<file path="src/hdl/nghri_pkg.sv">
package nghri_pkg;

    localparam int TOKEN_BITS      = 18;
    localparam int NUM_HEADS       = 16;
    localparam int HEADS_PER_ORDER = 8;
    localparam int END_BITS        = 18;
    localparam int MULT_BITS       = 64;
    localparam int MOD_BITS        = 25;
    localparam int ROW_BITS        = 29;
    localparam int HEAD_BITS       = 4;
    localparam int TABLE_BITS      = 5;
    localparam int CFG_IDX_BITS    = 2;

    localparam logic OP_HASH  = 1'b0;
    localparam logic OP_PRIME = 1'b1;

    localparam logic [CFG_IDX_BITS-1:0] CFG_END_TOKEN     = 2'd0;
    localparam logic [CFG_IDX_BITS-1:0] CFG_MULT_CURRENT  = 2'd1;
    localparam logic [CFG_IDX_BITS-1:0] CFG_MULT_PREV_ONE = 2'd2;
    localparam logic [CFG_IDX_BITS-1:0] CFG_MULT_PREV_TWO = 2'd3;

    localparam logic [END_BITS-1:0]  END_TOKEN_RST     = 18'd248046;
    localparam logic [MULT_BITS-1:0] MULT_CURRENT_RST  = 64'd23703573157769;
    localparam logic [MULT_BITS-1:0] MULT_PREV_ONE_RST = 64'd20109073645365;
    localparam logic [MULT_BITS-1:0] MULT_PREV_TWO_RST = 64'd8052911324071;

    typedef struct packed {
        logic                  op;
        logic                  start_req;
        logic [TOKEN_BITS-1:0] token;
    } in_item_t;

    typedef struct packed {
        logic [ROW_BITS-1:0]  row;
        logic [HEAD_BITS-1:0] head;
        logic                 last;
    } out_item_t;

    function automatic logic [MOD_BITS-1:0] head_modulus(input logic [TABLE_BITS-1:0] h);
        logic [MOD_BITS-1:0] m;
        case (h)
            5'd0:    m = 25'd20000003;
            5'd1:    m = 25'd20000023;
            5'd2:    m = 25'd20000033;
            5'd3:    m = 25'd20000047;
            5'd4:    m = 25'd20000059;
            5'd5:    m = 25'd20000063;
            5'd6:    m = 25'd20000069;
            5'd7:    m = 25'd20000077;
            5'd8:    m = 25'd20000081;
            5'd9:    m = 25'd20000093;
            5'd10:   m = 25'd20000107;
            5'd11:   m = 25'd20000147;
            5'd12:   m = 25'd20000153;
            5'd13:   m = 25'd20000159;
            5'd14:   m = 25'd20000161;
            5'd15:   m = 25'd20000171;
            default: m = '0;
        endcase
        return m;
    endfunction

    function automatic logic [ROW_BITS-1:0] head_base(input logic [TABLE_BITS-1:0] h);
        logic [ROW_BITS-1:0] b;
        case (h)
            5'd0:    b = 29'd0;
            5'd1:    b = 29'd20000003;
            5'd2:    b = 29'd40000026;
            5'd3:    b = 29'd60000059;
            5'd4:    b = 29'd80000106;
            5'd5:    b = 29'd100000165;
            5'd6:    b = 29'd120000228;
            5'd7:    b = 29'd140000297;
            5'd8:    b = 29'd160000374;
            5'd9:    b = 29'd180000455;
            5'd10:   b = 29'd200000548;
            5'd11:   b = 29'd220000655;
            5'd12:   b = 29'd240000802;
            5'd13:   b = 29'd260000955;
            5'd14:   b = 29'd280001114;
            5'd15:   b = 29'd300001275;
            default: b = '0;
        endcase
        return b;
    endfunction

endpackage

</file>
<file path="src/hdl/ngram_hash_row_indexer_top.sv">
// Channel | Direction | Handshake           | Payload
// in      | input     | in_valid / in_stall | in_data  (op, start_req, token)
// out     | output    | out_valid/out_stall | out_data (row, head, last)
// cfg     | input     | cfg_wr_en           | cfg_index, cfg_data
//
// A prime item only updates the history and leaves the block idle. A hash
// item runs through the shared 16-bit-slice multiplier (three products of
// four slices), then, for each head in turn, through the radix-16 remainder
// unit and an output transfer. Reset restores the configuration registers
// and fills the history with the end token. in_stall is high from a hash
// item's transfer until its last row transfers.
module ngram_hash_row_indexer_top
#(
    parameter int NUM_HEADS       = nghri_pkg::NUM_HEADS,
    parameter int HEADS_PER_ORDER = nghri_pkg::HEADS_PER_ORDER
)(
    input  logic                                clk,
    input  logic                                rst_n,
    input  logic                                in_valid,
    output logic                                in_stall,
    input  nghri_pkg::in_item_t                 in_data,
    output logic                                out_valid,
    input  logic                                out_stall,
    output nghri_pkg::out_item_t                out_data,
    input  logic                                cfg_wr_en,
    input  logic [nghri_pkg::CFG_IDX_BITS-1:0]  cfg_index,
    input  logic [nghri_pkg::MULT_BITS-1:0]     cfg_data
);
    import nghri_pkg::*;

    localparam int HW = (NUM_HEADS > 1) ? $clog2(NUM_HEADS) : 1;
    localparam int PP_BITS = TOKEN_BITS + 16;
    localparam int DIV_STEPS = MULT_BITS / 4;

    localparam logic [1:0] ST_IDLE = 2'd0;
    localparam logic [1:0] ST_MUL  = 2'd1;
    localparam logic [1:0] ST_DIV  = 2'd2;
    localparam logic [1:0] ST_OUT  = 2'd3;

    logic [1:0]            state_reg;
    logic [END_BITS-1:0]   end_token_reg;
    logic [MULT_BITS-1:0]  mult_cur_reg, mult_p1_reg, mult_p2_reg;
    logic [TOKEN_BITS-1:0] prev1_reg, prev2_reg;
    logic [TOKEN_BITS-1:0] tok_reg, p1_reg, p2_reg;
    logic [1:0]            sel_reg, chunk_reg;
    logic [MULT_BITS-1:0]  prod_reg, bigram_reg, trigram_reg, div_reg;
    logic [MOD_BITS-1:0]   rem_reg;
    logic [3:0]            step_reg;
    logic [HW-1:0]         head_reg;
    logic                  out_valid_reg;
    out_item_t             out_reg;

    logic                  in_xfer;
    logic [TOKEN_BITS-1:0] p1_eff, p2_pre, p2_eff;
    logic [TOKEN_BITS-1:0] mul_a;
    logic [MULT_BITS-1:0]  mul_b_word;
    logic [15:0]           mul_b;
    logic [PP_BITS-1:0]    pp;
    logic [MULT_BITS-1:0]  prod_next;
    logic [MOD_BITS-1:0]   modulus;
    logic [MOD_BITS-1:0]   rem_next;
    logic [MOD_BITS:0]     t;
    logic [TABLE_BITS-1:0] head_ext;
    logic [HW-1:0]         head_nx;
    logic                  head_last;
    logic [MULT_BITS-1:0]  mix_nx;
    logic [ROW_BITS-1:0]   row_val;

    assign in_stall  = (state_reg != ST_IDLE);
    assign in_xfer   = in_valid && !in_stall;
    assign out_valid = out_valid_reg;
    assign out_data  = out_reg;

    assign p1_eff = in_data.start_req ? TOKEN_BITS'(end_token_reg) : prev1_reg;
    assign p2_pre = in_data.start_req ? TOKEN_BITS'(end_token_reg) : prev2_reg;
    assign p2_eff = (p1_eff == TOKEN_BITS'(end_token_reg)) ? TOKEN_BITS'(end_token_reg)
                                                            : p2_pre;

    always_comb
    begin
        case (sel_reg)
            2'd0:    begin mul_a = tok_reg; mul_b_word = mult_cur_reg; end
            2'd1:    begin mul_a = p1_reg;  mul_b_word = mult_p1_reg;  end
            default: begin mul_a = p2_reg;  mul_b_word = mult_p2_reg;  end
        endcase
        mul_b     = 16'(mul_b_word >> {chunk_reg, 4'b0000});
        pp        = PP_BITS'(mul_a) * PP_BITS'(mul_b);
        prod_next = prod_reg + (MULT_BITS'(pp) << {chunk_reg, 4'b0000});
    end

    assign head_ext    = TABLE_BITS'(head_reg);
    assign modulus     = head_modulus(head_ext);
    assign head_last   = (head_reg == HW'(NUM_HEADS - 1));
    assign head_nx     = head_reg + HW'(1);
    assign mix_nx      = (32'(head_nx) < HEADS_PER_ORDER) ? bigram_reg : trigram_reg;

    always_comb
    begin
        rem_next = rem_reg;
        t = '0;
        for (int i = 0; i < 4; i++)
        begin
            t = {rem_next, div_reg[MULT_BITS-1-i]};
            if (t >= {1'b0, modulus})
                t = t - {1'b0, modulus};
            rem_next = MOD_BITS'(t);
        end
        if (modulus == '0)
            row_val = head_base(head_ext);
        else
            row_val = ROW_BITS'(rem_next) + head_base(head_ext);
    end

    always_ff @(posedge clk or negedge rst_n)
    begin
        if (!rst_n)
        begin
            state_reg     <= ST_IDLE;
            end_token_reg <= END_TOKEN_RST;
            mult_cur_reg  <= MULT_CURRENT_RST;
            mult_p1_reg   <= MULT_PREV_ONE_RST;
            mult_p2_reg   <= MULT_PREV_TWO_RST;
            prev1_reg     <= TOKEN_BITS'(END_TOKEN_RST);
            prev2_reg     <= TOKEN_BITS'(END_TOKEN_RST);
            sel_reg       <= '0;
            chunk_reg     <= '0;
            step_reg      <= '0;
            head_reg      <= '0;
            out_valid_reg <= 1'b0;
        end
        else
        begin
            if (cfg_wr_en)
            begin
                unique case (cfg_index)
                    CFG_END_TOKEN:     end_token_reg <= END_BITS'(cfg_data);
                    CFG_MULT_CURRENT:  mult_cur_reg  <= cfg_data;
                    CFG_MULT_PREV_ONE: mult_p1_reg   <= cfg_data;
                    CFG_MULT_PREV_TWO: mult_p2_reg   <= cfg_data;
                    default: ;
                endcase
            end
            unique case (state_reg)
                ST_IDLE:
                begin
                    if (in_xfer)
                    begin
                        prev2_reg <= p1_eff;
                        prev1_reg <= in_data.token;
                        if (in_data.op == OP_HASH)
                        begin
                            sel_reg   <= '0;
                            chunk_reg <= '0;
                            state_reg <= ST_MUL;
                        end
                    end
                end
                ST_MUL:
                begin
                    chunk_reg <= chunk_reg + 2'd1;
                    if (chunk_reg == 2'd3)
                    begin
                        sel_reg <= sel_reg + 2'd1;
                        if (sel_reg == 2'd2)
                        begin
                            head_reg  <= '0;
                            step_reg  <= '0;
                            state_reg <= ST_DIV;
                        end
                    end
                end
                ST_DIV:
                begin
                    step_reg <= step_reg + 4'd1;
                    if (step_reg == 4'(DIV_STEPS - 1))
                    begin
                        out_valid_reg <= 1'b1;
                        state_reg     <= ST_OUT;
                    end
                end
                ST_OUT:
                begin
                    if (!out_stall)
                    begin
                        out_valid_reg <= 1'b0;
                        if (head_last)
                            state_reg <= ST_IDLE;
                        else
                        begin
                            head_reg  <= head_nx;
                            step_reg  <= '0;
                            state_reg <= ST_DIV;
                        end
                    end
                end
                default: state_reg <= ST_IDLE;
            endcase
        end
    end

    // datapath, no reset
    always_ff @(posedge clk)
    begin
        if (in_xfer)
        begin
            tok_reg  <= in_data.token;
            p1_reg   <= p1_eff;
            p2_reg   <= p2_eff;
            prod_reg <= '0;
        end
        if (state_reg == ST_MUL)
        begin
            if (chunk_reg == 2'd3)
            begin
                prod_reg <= '0;
                case (sel_reg)
                    2'd0:    bigram_reg <= prod_next;
                    2'd1:    bigram_reg <= bigram_reg ^ prod_next;
                    default:
                    begin
                        trigram_reg <= bigram_reg ^ prod_next;
                        div_reg     <= (HEADS_PER_ORDER < 1) ? (bigram_reg ^ prod_next)
                                                             : bigram_reg;
                        rem_reg     <= '0;
                    end
                endcase
            end
            else
                prod_reg <= prod_next;
        end
        if (state_reg == ST_DIV)
        begin
            div_reg <= div_reg << 4;
            rem_reg <= rem_next;
            if (step_reg == 4'(DIV_STEPS - 1))
            begin
                out_reg.row  <= row_val;
                out_reg.head <= HEAD_BITS'(head_ext);
                out_reg.last <= head_last;
            end
        end
        if (state_reg == ST_OUT && !out_stall && !head_last)
        begin
            div_reg <= mix_nx;
            rem_reg <= '0;
        end
    end

endmodule
</file>
<file path="config.mk">
export PLATFORM = sky130hd
export DESIGN_NAME = ngram_hash_row_indexer_top
export DESIGN_NICKNAME = d
export VERILOG_FILES = /design/src/hdl/nghri_pkg.sv /design/src/hdl/ngram_hash_row_indexer_top.sv
export SDC_FILE = /design/constraint.sdc
export NUM_CORES = 2
export LEC_CHECK = 0
export BUFFER_PORTS_ARGS = -buffer_cell sky130_fd_sc_hd__buf_2
export CAP_MARGIN = 20
export CORE_ASPECT_RATIO = 1.25
export CORE_UTILIZATION = 50
export CTS_BUF_LIST = sky130_fd_sc_hd__clkbuf_4
export DETAILED_ROUTE_END_ITERATION = 6
export GPL_TIMING_DRIVEN = 0
export PLACE_DENSITY = 0.66
export SLEW_MARGIN = 25
export SYNTH_ARGS = -nofsm -noshare
export SYNTH_HDL_FRONTEND = slang
export SYNTH_SLANG_ARGS = --single-unit
</file>
<file path="constraint.sdc">
create_clock -name clk -period 22.3 [get_ports clk]
set_input_delay 1.115 -clock clk [delete_from_list [all_inputs] [get_ports clk]]
set_output_delay 1.115 -clock clk [all_outputs]
set_load 0.02 [all_outputs]
</file>
==> impl_metrics.yaml <==
sta:
  relSlewSlack_pct: 28.9
  slew_viol_final: 0
  rsz0062_at_grt: "no"
  worstMarginPinSlew_ns: 1.06
  setup_viol: 0
  fin_skew_ns: 0.102
  fin_setup_tns_ns: 0
  hold_slack_ns: 0.0959
  post-route-min-period_ns: 20.34
  fin_crit_sh_pct: 91.2
  max_freq_mhz: 49.2
  finalHoldViolations: 0
outcome:
  status: "finished, final reports clean"
floorplan:
  io_pins: 127
  num_rows: 124
  die_area_um2: 93500
  core_area_um2: 91400
  die_x_um: 274
  fp.dieH_um: 342
  start_util_pct: 50.5
synth:
  synth_edf_count: 344
  synth_ff_type: "edfxtp_1"
  synth_warnings: 0
  async_flop_share_pct: 41.4
  synth.distinct_cells: 119
  ys_ff_latch: 630
  yosysSeqAreaShare_pct: 37.9
  syn-cell-area_um2: 46100
  syn_area_per_cell_um2: 10.1
  synth_fp_nets: 5111
  syn_inst: 4547
detailed_routing:
  firstDrtPassIters: 5
  drt_wl_total_um: 133000
  route.detailed.drc: 0
  wl_per_cell_um: 21.5
  drtAntennaViolNets: 0
  first_iter_violations: 2333
  vias: 35500
  viasPerCell: 5.75
global_routing:
  grt_util_met1_pct: 34.0
  grt_pass1_wl_um: 205000
  grt_util_all_layers_pct: 28.7
  grt_max_degree: 98
  grt_pass1_vias: 36100
  busiest_layer: "met2"
  antenna_found_initial: 8
  met2_usage_pct: 49.6
  grt_overflow: 0
  grtUsageMet3_pct: 4.14
finish:
  post-route-util_pct: 55.5
  layout-area-overhead-vs-synth_pct: 9.92
  layout_common_cells: "646 x nand2_1, 366 x inv_1, 344 x edfxtp_1"
  final_area_um2: 50700
  nNetsFinal: 5416
  drive_above_1_share_pct: 17.6
  fillers: 8106
  final_common_cell: "nand2_1"
clocking:
  insertion_delay_ns: 1.06
  clock_path_buffers: 3
  cts_tree: "done"
  cts.sinks: 630
  cts_setup_buffers: 0
  cts_buffers: 160
  cts_root_buffer: "clkbuf_4"
  clkSlewWorstSetupHoldPaths_ns: 0.07
  htree_levels: 4
setup_path:
  crit_type: "flip-flop to flip-flop"
  worst-path-max-fanout: 10
  cp-start-kind: "flip-flop"
  worst-r2r-setup-slack_ns: 1.96
  cp_common_cell: "a21oi_1"
  critical_path_required_ns: 23.17
  cp-end-kind: "flip-flop"
  slowest_stage: "nor4_1"
  rr_startpoint: "head_reg[3]$_DFFE_PN0P_"
  worstPathArrival_ns: 21.21
  critical_path.max_stage_delay_ns: 0.55
  r2r-end: "out_data[31]$_DFFE_PP_"
  rr_worst_depth: 83
place:
  gp_congestion: 0.947
  port_buffers: 125
  hpwl_um: 102000
  placed_cell_area_um2: 48600
job:
  maxCapViolCount: 0
hold_path:
  hp-class: "input pin to asynchronous set/reset pin"
[layout make-up]
type / instances / area (um2) / share of cell area [%]
buffer: 202 / 808 / 1.59
antenna: 1 / 2.50 / 0.00494
clock inverter: 58 / 352 / 0.694
tap: 1197 / 1500 / 2.95
clock buffer: 230 / 1730 / 3.41
multi-input combinational: 3347 / 26500 / 52.2
inverter: 367 / 1380 / 2.72
timing repair buffer: 144 / 950 / 1.87
sequential: 630 / 17500 / 34.5
[kinds of logic (layout without fill, tap and decap cells)]
logic type	after synthesis	after routing	synth area share, %
and+or+nand+nor	1283	1283	12.5
AOI/OAI and AO/OA	934	934	14.1
DFF	630	630	37.9
buffers and inverters	570	1001	4.74
adders and majority gates	474	474	16.6
xor gates and xnor gates	355	355	6.90
muxes	301	301	7.27
other	0	1	0
[routing by layer]
layer / vias to the layer above / share of wire, %
met4: 4 / 5.8
met2: 1197 / 50
met5: - / 0.023
li1: 16600 / -
met3: 341 / 5.2
met1: 17400 / 39
[synth_stat cells (all sizes together) (21+ instances only)]
| library cell | count | area share (%) |
|---|---|---|
| a211oi | 37 | 0.69 |
| dfxtp | 25 | 1.1 |
| buf | 35 | 0.38 |
| dfrtp | 155 | 8.4 |
| mux2i | 38 | 0.82 |
| edfxtp | 344 | 22 |
| a22o | 60 | 1.1 |
| and2 | 114 | 1.5 |
| clkbuf | 168 | 1.4 |
| nand2b | 36 | 0.50 |
| nor2 | 262 | 2.1 |
| a21oi | 205 | 2.3 |
| o21a | 28 | 0.46 |
| a21o | 64 | 1.1 |
| inv | 367 | 3.0 |
| nor3 | 36 | 0.43 |
| mux2 | 262 | 6.4 |
| o21bai | 30 | 0.49 |
| xor2 | 134 | 2.6 |
| ha | 245 | 6.6 |
| nand2 | 650 | 5.3 |
| a31oi | 34 | 0.49 |
| xnor2 | 219 | 4.2 |
| and3 | 21 | 0.29 |
| nand3 | 64 | 0.69 |
| dfstp | 106 | 6.0 |
| nor2b | 25 | 0.34 |
| o21ai | 168 | 1.8 |
| a22oi | 96 | 1.6 |
| fa | 228 | 9.9 |
| o22ai | 35 | 0.47 |
[worst max-delay path: cells and delay by family, from the launching register on]
family	cells	cell delay [ns]
AOI/OAI and AO/OA	41	9.00
buffers and inverters	16	4.77
adders and majority gates	7	2.47
and+or+nand+nor	14	2.24
xor gates and xnor gates	3	0.83
muxes	2	0.45
DFF	1	0.35
[through the flow]
step	std cells	setup WS, ns
final	6176	1.96
after global routing	6176	0.191
after CTS	6176	1.91
after detailed placement	5888	1.95
after global placement	5869	2.10
after floorplan	4547	6.36
[worst max path at each step]
stage | startpoint | to | cells past startpoint
after floorplan | head_reg[3]$_DFFE_PN0P_ | out_data[29]$_DFFE_PP_ | 82
after global placement | head_reg[3]$_DFFE_PN0P_ | out_data[30]$_DFFE_PP_ | 80
after detailed placement | head_reg[3]$_DFFE_PN0P_ | out_data[31]$_DFFE_PP_ | 83
after CTS | head_reg[3]$_DFFE_PN0P_ | out_data[30]$_DFFE_PP_ | 80
after global routing | head_reg[3]$_DFFE_PN0P_ | out_data[31]$_DFFE_PP_ | 83
final | head_reg[3]$_DFFE_PN0P_ | out_data[31]$_DFFE_PP_ | 83
[what timing repair did]
item	4_1_cts	5_1_grt
setup endpoints to repair	0	2
resized for setup	0	1
hold endpoints to repair	0	0
hold buffers	0	0
Power is left out: the tool's default activity adds up to more than one toggle a clock period on the data nets, which glitch-free logic cannot reach.
